`src/blr_pkg.sv`:
```
// ----------------------------------------------------------------------------
// blr_pkg - shared types and constants for the line rasteriser
// Payload structs, register indexes, controller states and the command and
// status bundles between the controller and the datapath.
// ----------------------------------------------------------------------------
package blr_pkg;

	localparam int COORD_BITS  = 6;   // coordinate width of a line command
	localparam int SCREEN_BITS = 7;   // width of the screen size registers
	localparam int INDEX_BITS  = 13;  // width of a frame-buffer index
	localparam int COLOUR_BITS = 3;
	localparam int CODE_BITS   = 6;

	localparam logic [SCREEN_BITS-1:0] SCREEN_MAX     = 7'd64;
	localparam logic [SCREEN_BITS-1:0] SCREEN_DEFAULT = 7'd10;
	localparam logic [CODE_BITS-1:0]   COLOUR_BASE    = 6'd30;

	typedef enum logic [0:0] {
		REG_SCREEN_WIDTH  = 1'b0,
		REG_SCREEN_HEIGHT = 1'b1
	} reg_idx_t;

	typedef enum logic [1:0] {
		ST_IDLE,
		ST_END,
		ST_WALK
	} state_t;

	typedef struct packed {
		logic [COORD_BITS-1:0]  start_x;
		logic [COORD_BITS-1:0]  start_y;
		logic [COORD_BITS-1:0]  end_x;
		logic [COORD_BITS-1:0]  end_y;
		logic [COLOUR_BITS-1:0] colour;
	} line_cmd_t;

	typedef struct packed {
		logic [INDEX_BITS-1:0] pixel_index;
		logic [CODE_BITS-1:0]  colour_code;
		logic                  last_pixel;
	} pixel_t;

	// controller -> datapath
	typedef struct packed {
		logic load;       // latch a new line request and set up the walk
		logic emit_end;   // emit the end point
		logic emit_walk;  // emit the current walk point and step
	} dp_cmd_t;

	// datapath -> controller
	typedef struct packed {
		logic out_free;    // output register can take a pixel this cycle
		logic degenerate;  // start equals end: the end point is the only pixel
		logic walk_last;   // the next step lands on the end point
	} dp_sts_t;

endpackage

```
`src/blr_ctrl.sv`:
```
// ----------------------------------------------------------------------------
// blr_ctrl - line walk controller
// Sequences setup, end point emission and the walk, one line at a time.
// ----------------------------------------------------------------------------
module blr_ctrl (
	input  logic             clk,
	input  logic             arst_n,
	input  logic             in_valid,
	output logic             in_ready,
	input  blr_pkg::dp_sts_t sts,
	output blr_pkg::dp_cmd_t cmd
);

	blr_pkg::state_t state_q, state_d;

	always_ff @(posedge clk or negedge arst_n) begin
		if (!arst_n) begin
			state_q <= blr_pkg::ST_IDLE;
		end else begin
			state_q <= state_d;
		end
	end

	always_comb begin
		state_d  = state_q;
		cmd      = '0;
		in_ready = 1'b0;
		unique case (state_q)
			blr_pkg::ST_IDLE: begin
				in_ready = 1'b1;
				if (in_valid) begin
					cmd.load = 1'b1;
					state_d  = blr_pkg::ST_END;
				end
			end
			blr_pkg::ST_END: begin
				if (sts.out_free) begin
					cmd.emit_end = 1'b1;
					state_d      = sts.degenerate ? blr_pkg::ST_IDLE : blr_pkg::ST_WALK;
				end
			end
			blr_pkg::ST_WALK: begin
				if (sts.out_free) begin
					cmd.emit_walk = 1'b1;
					if (sts.walk_last) begin
						state_d = blr_pkg::ST_IDLE;
					end
				end
			end
			default: begin
				state_d = blr_pkg::ST_IDLE;
			end
		endcase
	end

endmodule

```
`src/blr_datapath.sv`:
```
// ----------------------------------------------------------------------------
// blr_datapath - Bresenham walk registers, index mapping and output register
// Holds the screen size registers, the walk point and error term, and the
// registered pixel result.
// ----------------------------------------------------------------------------
module blr_datapath (
	input  logic                                clk,
	input  logic                                arst_n,
	input  logic                                cfg_valid,
	input  blr_pkg::reg_idx_t                   cfg_index,
	input  logic [blr_pkg::SCREEN_BITS-1:0]     cfg_data,
	input  blr_pkg::line_cmd_t                  in_data,
	input  blr_pkg::dp_cmd_t                    cmd,
	output blr_pkg::dp_sts_t                    sts,
	output logic                                out_valid,
	input  logic                                out_ready,
	output blr_pkg::pixel_t                     out_data
);

	localparam int N     = blr_pkg::COORD_BITS;
	localparam int SB    = blr_pkg::SCREEN_BITS;
	localparam int IW    = blr_pkg::INDEX_BITS;
	localparam int CB    = blr_pkg::CODE_BITS;
	localparam int ERR_W = N + 2;
	localparam int E2_W  = N + 3;
	localparam int CMP_W = (N > SB) ? N : SB;

	// on-screen test and row-major mapping, 1-based coordinates
	function automatic logic [IW-1:0] pixel_slot(
		input logic [N-1:0]  x,
		input logic [N-1:0]  y,
		input logic [SB-1:0] w,
		input logic [SB-1:0] h
	);
		logic          on_screen;
		logic [N-1:0]  ym1;
		logic [SB-2:0] row;
		on_screen = (x != '0) && (y != '0) &&
		            (CMP_W'(x) <= CMP_W'(w)) && (CMP_W'(y) <= CMP_W'(h));
		ym1       = y - N'(1);
		row       = (SB-1)'(ym1);
		return on_screen ? (IW'(row) * IW'(w) + IW'(x)) : '0;
	endfunction

	logic [SB-1:0] width_q, height_q;
	logic [SB-1:0] cfg_clamped;

	logic [N-1:0]  cur_x_q, cur_y_q, tgt_x_q, tgt_y_q, dx_q, dy_q;
	logic          sx_neg_q, sy_neg_q;
	logic signed [ERR_W-1:0] err_q;
	logic [blr_pkg::COLOUR_BITS-1:0] colour_q;

	blr_pkg::pixel_t out_q;
	logic            out_valid_q;

	// setup from the incoming request
	logic [N-1:0] dx_in, dy_in;
	logic signed [ERR_W-1:0] err_in;

	// walk step
	logic signed [E2_W-1:0] e2, dx_e, dy_e, err_e, err_sum;
	logic                   go_x, go_y;
	logic [N-1:0]           nx, ny;

	logic [N-1:0] px, py;
	logic         emit;

	assign cfg_clamped = (cfg_data > blr_pkg::SCREEN_MAX) ? blr_pkg::SCREEN_MAX : cfg_data;

	always_ff @(posedge clk or negedge arst_n) begin
		if (!arst_n) begin
			width_q  <= blr_pkg::SCREEN_DEFAULT;
			height_q <= blr_pkg::SCREEN_DEFAULT;
		end else if (cfg_valid) begin
			unique case (cfg_index)
				blr_pkg::REG_SCREEN_WIDTH:  width_q  <= cfg_clamped;
				blr_pkg::REG_SCREEN_HEIGHT: height_q <= cfg_clamped;
				default: ;
			endcase
		end
	end

	assign dx_in  = (in_data.end_x > in_data.start_x) ? in_data.end_x - in_data.start_x
	                                                 : in_data.start_x - in_data.end_x;
	assign dy_in  = (in_data.end_y > in_data.start_y) ? in_data.end_y - in_data.start_y
	                                                 : in_data.start_y - in_data.end_y;
	assign err_in = $signed({2'b00, dx_in}) - $signed({2'b00, dy_in});

	assign e2      = $signed({err_q, 1'b0});
	assign dx_e    = $signed({3'b000, dx_q});
	assign dy_e    = $signed({3'b000, dy_q});
	assign err_e   = $signed({err_q[ERR_W-1], err_q});
	assign go_x    = e2 > -dy_e;
	assign go_y    = e2 < dx_e;
	assign err_sum = err_e - (go_x ? dy_e : '0) + (go_y ? dx_e : '0);

	assign nx = go_x ? (sx_neg_q ? cur_x_q - N'(1) : cur_x_q + N'(1)) : cur_x_q;
	assign ny = go_y ? (sy_neg_q ? cur_y_q - N'(1) : cur_y_q + N'(1)) : cur_y_q;

	// walk state: payload only, set up by every request
	always_ff @(posedge clk) begin
		if (cmd.load) begin
			cur_x_q  <= in_data.start_x;
			cur_y_q  <= in_data.start_y;
			tgt_x_q  <= in_data.end_x;
			tgt_y_q  <= in_data.end_y;
			dx_q     <= dx_in;
			dy_q     <= dy_in;
			sx_neg_q <= !(in_data.start_x < in_data.end_x);
			sy_neg_q <= !(in_data.start_y < in_data.end_y);
			err_q    <= err_in;
			colour_q <= in_data.colour;
		end else if (cmd.emit_walk) begin
			cur_x_q <= nx;
			cur_y_q <= ny;
			err_q   <= err_sum[ERR_W-1:0];
		end
	end

	assign emit = cmd.emit_end | cmd.emit_walk;
	assign px   = cmd.emit_end ? tgt_x_q : cur_x_q;
	assign py   = cmd.emit_end ? tgt_y_q : cur_y_q;

	always_ff @(posedge clk) begin
		if (emit) begin
			out_q.pixel_index <= pixel_slot(px, py, width_q, height_q);
			out_q.colour_code <= CB'(colour_q) + blr_pkg::COLOUR_BASE;
			out_q.last_pixel  <= cmd.emit_end ? sts.degenerate : sts.walk_last;
		end
	end

	always_ff @(posedge clk or negedge arst_n) begin
		if (!arst_n) begin
			out_valid_q <= 1'b0;
		end else if (emit) begin
			out_valid_q <= 1'b1;
		end else if (out_ready) begin
			out_valid_q <= 1'b0;
		end
	end

	assign sts.out_free   = !out_valid_q || out_ready;
	assign sts.degenerate = (cur_x_q == tgt_x_q) && (cur_y_q == tgt_y_q);
	assign sts.walk_last  = (nx == tgt_x_q) && (ny == tgt_y_q);

	assign out_valid = out_valid_q;
	assign out_data  = out_q;

endmodule

```
`src/bresenham_line_rasterizer.sv`:
```
// ----------------------------------------------------------------------------
// bresenham_line_rasterizer - integer Bresenham line walker
// Turns one line request into a stream of frame-buffer indexes and colour
// codes: end point first, then start point onwards, stopping short of the end.
// ----------------------------------------------------------------------------
//
//  channel | signals                                  | carries
//  --------+------------------------------------------+---------------------------
//  cfg     | cfg_valid cfg_ready cfg_index cfg_data   | screen width / height
//  in      | in_valid in_ready in_data                | line request (2 pts, colour)
//  out     | out_valid out_ready out_data             | pixel index, code, last
//
// A request is first loaded into the walk registers, then emits one pixel
// per cycle while the output is not stalled, 1 + max(|dx|,|dy|) pixels in all.
// The walk loop in the datapath sets that pixel count.
// A stalled output holds the walk; the single output register lets the next
// request be taken while the final pixel of a line still waits.
// Reset restores 10 x 10 and leaves the block idle; config is always ready.
//
module bresenham_line_rasterizer (
	input  logic                            clk,
	input  logic                            arst_n,
	input  logic                            cfg_valid,
	output logic                            cfg_ready,
	input  blr_pkg::reg_idx_t               cfg_index,
	input  logic [blr_pkg::SCREEN_BITS-1:0] cfg_data,
	input  logic                            in_valid,
	output logic                            in_ready,
	input  blr_pkg::line_cmd_t              in_data,
	output logic                            out_valid,
	input  logic                            out_ready,
	output blr_pkg::pixel_t                 out_data
);

	blr_pkg::dp_cmd_t cmd;
	blr_pkg::dp_sts_t sts;

	// size registers take a write in any cycle
	assign cfg_ready = 1'b1;

	blr_ctrl u_ctrl (
		.clk      (clk),
		.arst_n   (arst_n),
		.in_valid (in_valid),
		.in_ready (in_ready),
		.sts      (sts),
		.cmd      (cmd)
	);

	blr_datapath u_dp (
		.clk       (clk),
		.arst_n    (arst_n),
		.cfg_valid (cfg_valid),
		.cfg_index (cfg_index),
		.cfg_data  (cfg_data),
		.in_data   (in_data),
		.cmd       (cmd),
		.sts       (sts),
		.out_valid (out_valid),
		.out_ready (out_ready),
		.out_data  (out_data)
	);

	// a taken request keeps the input closed for at least the setup cycle
	a_busy_after_accept: assert property (@(posedge clk) disable iff (!arst_n)
		in_valid && in_ready |=> !in_ready)
		else $error("input ready straight after a request was taken");

	// a pixel is only written into a free output register
	a_no_overwrite: assert property (@(posedge clk) disable iff (!arst_n)
		(cmd.emit_end || cmd.emit_walk) |-> sts.out_free)
		else $error("pixel emitted over a result still waiting");

	// the pixel marked last closes the line and reopens the input
	a_last_closes: assert property (@(posedge clk) disable iff (!arst_n)
		(cmd.emit_walk && sts.walk_last) || (cmd.emit_end && sts.degenerate)
		|=> in_ready && out_valid && out_data.last_pixel)
		else $error("last pixel did not return the block to idle");

	// colour codes stay within the foreground range
	a_code_range: assert property (@(posedge clk) disable iff (!arst_n)
		out_valid |-> (out_data.colour_code >= 6'd30) && (out_data.colour_code <= 6'd37))
		else $error("colour code out of range");

endmodule
```
`config.mk`:
```
export PLATFORM = sky130hd
export DESIGN_NAME = bresenham_line_rasterizer
export DESIGN_NICKNAME = d
export VERILOG_FILES = /design/src/blr_pkg.sv /design/src/blr_ctrl.sv /design/src/blr_datapath.sv /design/src/bresenham_line_rasterizer.sv
export SDC_FILE = /design/constraint.sdc
export NUM_CORES = 1
export LEC_CHECK = 0
export ABC_AREA = 1
export BUFFER_PORTS_ARGS = -buffer_cell sky130_fd_sc_hd__buf_4
export CAP_MARGIN = 20
export CORE_ASPECT_RATIO = 0.9
export CORE_MARGIN = 1.5
export CORE_UTILIZATION = 44
export CTS_BUF_LIST = sky130_fd_sc_hd__clkbuf_16
export DETAILED_ROUTE_END_ITERATION = 7
export PLACE_DENSITY_LB_ADDON = 0.05
export SLEW_MARGIN = 20
export SYNTH_ARGS = -nofsm -noshare
export SYNTH_HDL_FRONTEND = slang
export SYNTH_SLANG_ARGS = --single-unit
```
`constraint.sdc`:
```
create_clock -name clk -period 16.4 [get_ports clk]
set_input_delay 3.28 -clock clk [delete_from_list [all_inputs] [get_ports clk]]
set_output_delay 3.28 -clock clk [all_outputs]
set_load 0.01 [all_outputs]
```
==> results.json, run 1 <==
{
  "status": "complete, no violations",
  "ir_drop_mv": 0.1775,
  "synth_area_sq_mm": 0.008376,
  "grt_use_total": 0.2199,
  "ys.flop_type": "edfxtp_1",
  "critical_path_required_ns": 16.50,
  "first_global_vias": 6413,
  "layout.nets": 1285,
  "grt_max_degree": 44,
  "period_share": 0.5412,
  "holdCritPathClass": "flip-flop to flip-flop",
  "drv_slew": 0,
  "finalInstanceArea_sq_mm": 0.009371,
  "p_per_area_mw_per_mm2": 200.5,
  "grt_antenna_before_repair": 0,
  "clkTransAtPathRegs_ns": 0.07,
  "tightest_slew_ns": 1.011,
  "vias_per_cell": 4.948,
  "io_pins": 63,
  "drt_first_pass_iters": 5,
  "synth_cell_types": 51,
  "cts.sinks": 85,
  "critical_path_class": "primary input to flip-flop",
  "synth_edf_count": 68,
  "ys_warn_count": 0,
  "core_area_sq_mm": 0.01852,
  "stdcell_count": 1350,
  "cp.arrival_ns": 8.98,
  "hold_buffers": 0,
  "wl_met2_mm": 8.169,
  "p_leak_nw": 4.807,
  "rsz0062_at_grt": "no",
  "clk_latency_ns": 0.36,
  "cts.repair.resized": 0,
  "crit_path_max_incr_delay_ns": 0.56,
  "port_buffers": 61,
  "dieArea_sq_mm": 0.01987,
  "cap_violations": 0,
  "dp_hpwl_mm": 16.60,
  "ys_seq_area_frac": 0.2952,
  "cts_tree": "done",
  "synth.avg_cell_area_sq_um": 8.084,
  "syn_inst": 1036,
  "post_cts_buffers": 0,
  "avgRoutedWirePerCell_microns": 15.27,
  "fin_crit_ns": 8.876,
  "areaGrowthSynthToFinish_pct": 11.89,
  "dr_wl_met3_mm": 1.050,
  "ys_ff_latch": 85,
  "cpMostUsedCell": "inv_1",
  "fin_tns_setup_ns": 0,
  "drtAntennaViolNets": 0,
  "fp.dieW_microns": 148.4,
  "std_cell_rows": 47,
  "drc": 0,
  "slowest_stage": "fa_1",
  "end_kind": "flip-flop",
  "relSlewSlack": 0.3244,
  "dr.max_layer_used": "met4",
  "clock_skew_ns": 0.01182,
  "die_h_microns": 133.9,
  "grt_overflow_total": 0,
  "synth_nets": 1221,
  "hold_ws_ns": 0.4260,
  "globalplace.congestion": 0.8824,
  "cts_buffer_depth": 2,
  "drt-total-wl_mm": 20.62,
  "antennaDiodeCount": 0,
  "async_reset_ff_frac": 0.2000,
  "hold_viol_final": 0,
  "dpl.cell_count": 1334,
  "numCtsBuffers": 9,
  "setup_violations": 0,
  "h-tree-depth": 3,
  "drt_iter0_markers": 343,
  "cp_max_fo": 26,
  "start_util": 0.4521,
  "placed_area_sq_mm": 0.009084,
  "via_count": 6680,
  "layout-drive-gt1-share": 0.1095,
  "root_buffer": "clkbuf_16",
  "fmax_mhz": 112.7,
  "wirelength_met1_mm": 11.20,
  "grt_pass1_wl_mm": 33.62,
  "critPathLaunchType": "primary input"
}
## cells in the mapped netlist (all sizes together), types with 11 or more instances
| library cell | number | area (sq um) |
|---|---|---|
| o21ai | 57 | 292.8 |
| inv | 222 | 833.3 |
| fa | 37 | 740.7 |
| a21oi | 49 | 256.5 |
| xnor2 | 11 | 96.34 |
| nand3 | 68 | 355.3 |
| edfxtp | 68 | 2042 |
| ha | 108 | 1351 |
| nor2 | 89 | 344.1 |
| nand2 | 203 | 792.0 |
| dfrtp | 13 | 325.3 |
| xor2 | 30 | 262.8 |
## stage by stage
stage | utilization | total power [mW] | setup slack [ns]
2_1_floorplan | - | 1.370 | 8.067
3_3_place_gp | 0.4904 | 1.664 | 7.352
3_5_place_dp | 0.4904 | 1.666 | 7.221
4_1_cts | 0.5059 | 1.889 | 7.565
5_1_grt | 0.5059 | 2.117 | 6.960
6_report | 0.5059 | 1.879 | 7.524
## cell families after synthesis
logic type | after synthesis | share of synthesized area
buf+inv | 233 | 0.1089
fa+ha+maj | 145 | 0.2498
mux | 3 | 0.003735
other cells | 1 | 0.0004477
compound gates | 136 | 0.09322
flops | 85 | 0.2952
simple gates | 392 | 0.2059
xor+xnor | 41 | 0.04287
## routing by layer
| metal | track usage | vias to the layer above |
|---|---|---|
| met4 | 0.04400 | 0 |
| met3 | 0.04048 | 13 |
| li1 | - | 3473 |
| met2 | 0.3057 | 139 |
| met1 | 0.3508 | 3055 |
| met5 | 0 | - |
## power by group
group / leakage [nW] / switching, mW / internal [mW]
Combinational: 3.82 / 0.782 / 0.511
Sequential: 0.844 / 0.0470 / 0.333
Clock: 0.139 / 0.0988 / 0.106
## area by class of cell
| class | count | area [sq um] |
|---|---|---|
| Sequential cell | 85 | 2472 |
| Tap cell | 245 | 306.5 |
| Timing Repair Buffer | 64 | 480.5 |
| Clock inverter | 7 | 62.56 |
| Clock buffer | 9 | 225.2 |
| Inverter | 222 | 833.3 |
| Multi-Input combinational cell | 718 | 4991 |
| Fill cell | 1898 | 9153 |
## critical path: cells and delay by family
| kind | cells | cell delay (ns) |
|---|---|---|
| xor gates and xnor gates | 1 | 0.38 |
| AOI/OAI and AO/OA | 6 | 1.00 |
| buffers and inverters | 8 | 0.59 |
| and+or+nand+nor | 10 | 1.33 |
| adders and majority gates | 5 | 2.38 |
## path summary, 6_finish.rpt
kind | from | to | slack (ns) | cells past startpoint
worst min register to register | u_dp.colour_q[0]$_DFFE_PP_ | u_dp.out_data[1]$_DFFE_PP_ | 0.43 | 0
max in group asynchronous | arst_n | u_dp.width_q[3]$_DFFE_PN1P_ | 13.37 | 1
worst max-delay path | out_ready | u_dp.out_data[17]$_SDFFCE_PN0P_ | 7.52 | 30
min in group asynchronous | arst_n | u_dp.height_q[6]$_DFFE_PN0P_ | 2.77 | 1
worst min-delay path | u_dp.colour_q[0]$_DFFE_PP_ | u_dp.out_data[1]$_DFFE_PP_ | 0.43 | 0
worst max register to register | u_dp.out_valid$_DFFE_PN0P_ | u_dp.out_data[17]$_SDFFCE_PN0P_ | 10.16 | 30
## cells in the final DEF (no fill, tap or decap), types with 7 or more instances in the layout
cell       synthesis  routed
a21oi_1           48      48
o21ai_1            9       9
clkbuf_16          0       9
ha_1             108     108
inv_1            214     214
dfrtp_1           13      13
xnor2_1           11      11
buf_4              5      64
fa_1              37      37
inv_2              8       8
nor3_1             7       7
o21ai_0           46      46
nand2_1          195     195
xor2_1            30      30
edfxtp_1          68      68
nand3_1           65      65
nor2_1            85      85
## registers in the layout, indices dropped and copies added (netlist names), 6 cells and up
signal / flops
u_dp.dy_q: 6
u_dp.cur_y_q: 6
u_dp.height_q: 7
u_dp.out_data: 19
u_dp.cur_x_q: 6
u_dp.dx_q: 6
u_dp.tgt_x_q: 6
u_dp.tgt_y_q: 6
u_dp.width_q: 7
u_dp.err_q: 8
(Power assumes the default switching activity.)
==> run 2, diff against run 1 <==
- clock period: 16.4 -> 9.2 ns (I/O delays scaled with it)
==> results.json, run 2 (synthesis gave the netlist of run 1 again) <==
{
  "status": "complete, no violations",
  "r2r_start": "u_dp.out_valid$_DFFE_PN0P_",
  "layout-drive-gt1-share": 0.1095,
  "p_leak_nw": 4.826,
  "start_util": 0.4521,
  "critical_path_class": "primary input to flip-flop",
  "relSlewSlack": 0.3154,
  "root_buffer": "clkbuf_16",
  "clock_skew_ns": 0.01142,
  "grt_antenna_before_repair": 0,
  "r2r_end": "u_dp.out_data[17]$_SDFFCE_PN0P_",
  "post_cts_buffers": 0,
  "largest_reg_flops": 19,
  "grt_max_degree": 44,
  "globalplace.congestion": 0.8825,
  "antennaDiodeCount": 0,
  "cts.sinks": 85,
  "cp_max_fo": 26,
  "drtAntennaViolNets": 0,
  "fin_crit_ns": 7.460,
  "ir_drop_mv": 0.3085,
  "crit_start": "out_ready",
  "tightest_slew_ns": 1.024,
  "fmax_mhz": 134.0,
  "setup_violations": 0,
  "period_share": 0.8109,
  "die_h_microns": 133.9,
  "final_common_cell": "inv_1",
  "cp.arrival_ns": 7.56,
  "cts_tree": "done",
  "hold_ws_ns": 0.4245,
  "dieArea_sq_mm": 0.01987,
  "cts.repair.resized": 0,
  "n_fill_cell": 1857,
  "drt-total-wl_mm": 20.56,
  "critPathLaunchType": "primary input",
  "fin_tns_setup_ns": 0,
  "grt_pass1_wl_mm": 33.26,
  "hold_viol_final": 0,
  "via_count": 6666,
  "cap_violations": 0,
  "grt_overflow_total": 0,
  "rsz0062_at_grt": "no",
  "cts_buffer_depth": 2,
  "first_global_vias": 6336,
  "rrSetupSlack_ns": 2.94,
  "h-tree-depth": 3,
  "drt_iter0_markers": 351,
  "port_buffers": 61,
  "hold_buffers": 0,
  "worstSetupEndpoint": "u_dp.out_data[17]$_SDFFCE_PN0P_",
  "slowest_stage": "fa_1",
  "avgRoutedWirePerCell_microns": 15.23,
  "numCtsBuffers": 9,
  "critical_path_required_ns": 9.30,
  "top_register": "u_dp.out_data",
  "p_per_area_mw_per_mm2": 360.2,
  "clkTransAtPathRegs_ns": 0.07,
  "io_pins": 63,
  "holdCritPathClass": "flip-flop to flip-flop",
  "end_kind": "flip-flop",
  "drc": 0,
  "layout.nets": 1285,
  "dp_hpwl_mm": 16.58,
  "cpMostUsedCell": "inv_1",
  "drt_first_pass_iters": 5,
  "layout_common_cells": "inv_1 (214), nand2_1 (195), ha_1 (108)",
  "core_area_sq_mm": 0.01852,
  "hold_path_depth": 0,
  "reg2reg_depth": 30,
  "drv_slew": 0,
  "std_cell_rows": 47,
  "clk_latency_ns": 0.36,
  "areaGrowthSynthToFinish_pct": 12.40,
  "crit_path_max_incr_delay_ns": 0.56,
  "vias_per_cell": 4.938,
  "reg_top3": "u_dp.out_data x19, u_dp.err_q x8",
  "grt_use_total": 0.2184,
  "fp.dieW_microns": 148.4
}
[run 2: area by class of cell]
| type | count | area (sq um) | share of cell area |
|---|---|---|---|
| sequential | 85 | 2472 | 0.2626 |
| timing repair buffer | 64 | 480.5 | 0.05104 |
| tap | 245 | 306.5 | 0.03256 |
| inverter | 222 | 833.3 | 0.08852 |
| clock buffer | 9 | 225.2 | 0.02392 |
| clock inverter | 7 | 105.1 | 0.01116 |
| multi-input combinational | 718 | 4991 | 0.5302 |
[run 2: metal layers]
| metal | vias up | global-route usage | share of wire |
|---|---|---|---|
| li1 | 3475 | - | - |
| met1 | 3052 | 0.3438 | 0.54 |
| met2 | 130 | 0.3088 | 0.40 |
| met3 | 9 | 0.04048 | 0.051 |
| met4 | 0 | 0.04400 | 0.0072 |
| met5 | - | 0 | 0 |
[run 2: worst min path at each step]
stage	start	to	slack [ns]
after floorplan	u_dp.colour_q[0]$_DFFE_PP_	u_dp.out_data[1]$_DFFE_PP_	0.40
after global placement	u_dp.colour_q[0]$_DFFE_PP_	u_dp.out_data[1]$_DFFE_PP_	0.41
after detailed placement	u_dp.colour_q[0]$_DFFE_PP_	u_dp.out_data[1]$_DFFE_PP_	0.41
after CTS	u_dp.colour_q[0]$_DFFE_PP_	u_dp.out_data[1]$_DFFE_PP_	0.43
after global routing	u_dp.colour_q[0]$_DFFE_PP_	u_dp.out_data[1]$_DFFE_PP_	0.43
final	u_dp.colour_q[0]$_DFFE_PP_	u_dp.out_data[1]$_DFFE_PP_	0.42
[run 2: power by group]
part / internal [mW] / switching [mW] / total (mW) / leakage (nW)
Clock: 0.242 / 0.171 / 0.413 / 0.159
Sequential: 0.594 / 0.0832 / 0.678 / 0.844
Combinational: 0.912 / 1.39 / 2.30 / 3.82
Total: 1.75 / 1.64 / 3.39 / 4.83
[run 2: metrics by stage]
stage,power [mW],area (sq um),instances,util,worst slack (ns)
2_1_floorplan,2.442,8376,1036,-,2.307
3_3_place_gp,2.967,9084,1334,0.4904,1.592
6_report,3.391,9414,1350,0.5082,1.740
4_1_cts,3.411,9414,1350,0.5082,1.800
5_1_grt,3.818,9414,1350,0.5082,1.221
3_5_place_dp,2.971,9084,1334,0.4904,1.450
[run 2: worst max-delay path: cells and delay by family]
kind / cells / cell delay (ns)
simple gates: 10 / 1.35
buf+inv: 8 / 0.60
xor+xnor: 1 / 0.37
fa+ha+maj: 5 / 2.40
compound gates: 6 / 1.02
==> run 3, diff against run 2 <==
- clock period: 9.2 -> 6.28 ns (I/O delays scaled with it)
==> results.json, run 3 (synthesis gave the netlist of run 1 again) <==
{
  "cap_violations": 0,
  "layout.nets": 1318,
  "clkTransAtPathRegs_ns": 0.07,
  "crit_path_max_incr_delay_ns": 0.57,
  "via_count": 6794,
  "cp_max_fo": 5,
  "cts_buffer_depth": 2,
  "start_util": 0.4521,
  "critPathLaunchType": "primary input",
  "cp.arrival_ns": 6.13,
  "drv_slew": 0,
  "numCtsBuffers": 9,
  "core_area_sq_mm": 0.01852,
  "cts.sinks": 85,
  "critical_path_required_ns": 6.39,
  "port_buffers": 61,
  "fin_crit_ns": 6.024,
  "status": "complete, no violations",
  "dieArea_sq_mm": 0.01987,
  "ir_drop_mv": 0.4820,
  "holdCritPathClass": "flip-flop to flip-flop",
  "critical_path_class": "primary input to flip-flop",
  "r2r_start": "u_ctrl.state_q[1]$_DFFE_PN0P_",
  "grt_antenna_before_repair": 0,
  "finalInstanceArea_sq_mm": 0.009704,
  "slowest_stage": "fa_1",
  "hold_path_depth": 0,
  "placed_area_sq_mm": 0.009331,
  "layout-drive-gt1-share": 0.1450,
  "drtAntennaViolNets": 0,
  "areaGrowthSynthToFinish_pct": 15.86,
  "final_common_cell": "inv_1",
  "tightest_slew_ns": 0.9856,
  "reg2reg_depth": 25,
  "rrSetupSlack_ns": 0.74,
  "multiInputGateArea_sq_mm": 0.005056,
  "relSlewSlack": 0.3414,
  "grt_max_degree": 36,
  "clk_latency_ns": 0.36,
  "std_cell_rows": 47,
  "end_kind": "flip-flop",
  "drc": 0,
  "drt_iter0_markers": 289,
  "cpLargestDelayFamily": "adder cells",
  "r2r_end": "u_dp.out_data[17]$_SDFFCE_PN0P_",
  "globalplace.congestion": 0.8516,
  "setup_violations": 0,
  "root_buffer": "clkbuf_16",
  "cts_tree": "done",
  "min_delay_worst_endpoint": "u_dp.out_data[1]$_DFFE_PP_",
  "grt_use_total": 0.2226,
  "io_pins": 63,
  "layout_common_cells": "inv_1 (214), nand2_1 (194), ha_1 (107)",
  "vias_per_cell": 4.913,
  "grt_overflow_total": 0,
  "drt-total-wl_mm": 20.74,
  "fin_tns_setup_ns": 0,
  "pre_cts_ws_ns": -0.2307,
  "fmax_mhz": 166.0,
  "fp.dieW_microns": 148.4,
  "dp_hpwl_mm": 16.67,
  "n_fill_cell": 1866,
  "p_per_area_mw_per_mm2": 544.9,
  "dpl.cell_count": 1366,
  "h-tree-depth": 3,
  "antennaDiodeCount": 0,
  "first_global_vias": 6595,
  "period_share": 0.9593,
  "drt_first_pass_iters": 5,
  "ff_latch_area_sq_mm": 0.002472,
  "clock_skew_ns": 0.01184,
  "grt_pass1_wl_mm": 34.04,
  "min_from": "u_dp.colour_q[0]$_DFFE_PP_",
  "reg_top3": "u_dp.out_data x19, u_dp.err_q x8",
  "avgRoutedWirePerCell_microns": 15.00,
  "die_h_microns": 133.9,
  "stdcell_count": 1383,
  "largest_reg_flops": 19,
  "top_register": "u_dp.out_data",
  "setup_ws_ns": 0.2557,
  "p_leak_nw": 4.980,
  "crit_buf_inv": 7,
  "hold_viol_final": 0
}
## run 3: changes by cell type in the layout (fill, tap and decap cells not counted), sizes merged
cell / previous run / this run
clkinvlp: 1 / 2
inv: 225 / 224
clkinv: 1 / 2
buf: 64 / 97
bufinv: 2 / 1
## run 3: where the power goes
| group | switching, mW | total, mW | internal (mW) |
|---|---|---|---|
| Combinational | 2.15 | 3.73 | 1.58 |
| Sequential | 0.119 | 0.989 | 0.870 |
| Clock | 0.254 | 0.568 | 0.314 |
| Total | 2.52 | 5.29 | 2.77 |
## run 3: metrics by stage
| step | hold slack (ns) | util | power, mW |
|---|---|---|---|
| 2_1_floorplan | 0.4003 | - | 3.583 |
| 3_3_place_gp | 0.4028 | 0.5037 | 4.590 |
| 3_5_place_dp | 0.4045 | 0.5037 | 4.588 |
| 4_1_cts | 0.4226 | 0.5204 | 5.198 |
| 5_1_grt | 0.4422 | 0.5239 | 5.914 |
| 6_report | 0.4221 | 0.5239 | 5.288 |
## run 3: worst max path at each step
stage	endpoint	depth (start not counted)	from	slack (ns)
3_3_place_gp	u_dp.out_data[17]$_SDFFCE_PN0P_	27	out_ready	-0.20
6_report	u_dp.out_data[17]$_SDFFCE_PN0P_	27	out_ready	0.26
2_1_floorplan	u_dp.out_data[17]$_SDFFCE_PN0P_	28	out_ready	0.06
5_1_grt	u_dp.out_data[17]$_SDFFCE_PN0P_	27	out_ready	-0.03
4_1_cts	u_dp.out_data[17]$_SDFFCE_PN0P_	27	out_ready	0.09
3_5_place_dp	u_dp.out_data[17]$_SDFFCE_PN0P_	27	out_ready	-0.23
## run 3: repair_timing
item                       in CTS  in global routing
hold buffers                    0                  0
setup endpoints to repair       0                  6
resized for setup               0                 14
hold endpoints to repair        0                  0
buffers inserted                0                  1
## run 3: area by class of cell
type / count / share of cell area
Timing Repair Buffer: 97 / 0.07504
Tap cell: 245 / 0.03159
Multi-Input combinational cell: 718 / 0.5210
Clock inverter: 7 / 0.008510
Clock buffer: 9 / 0.02321
Sequential cell: 85 / 0.2548
Inverter: 222 / 0.08587
## run 3: metal layers
metal / vias to the layer above / part of all wire / track usage
met5: - / 0 / 0
met4: 0 / 0.0088 / 0.04785
met3: 11 / 0.054 / 0.04660
met2: 136 / 0.39 / 0.3054
met1: 3107 / 0.54 / 0.3534
li1: 3540 / - / -
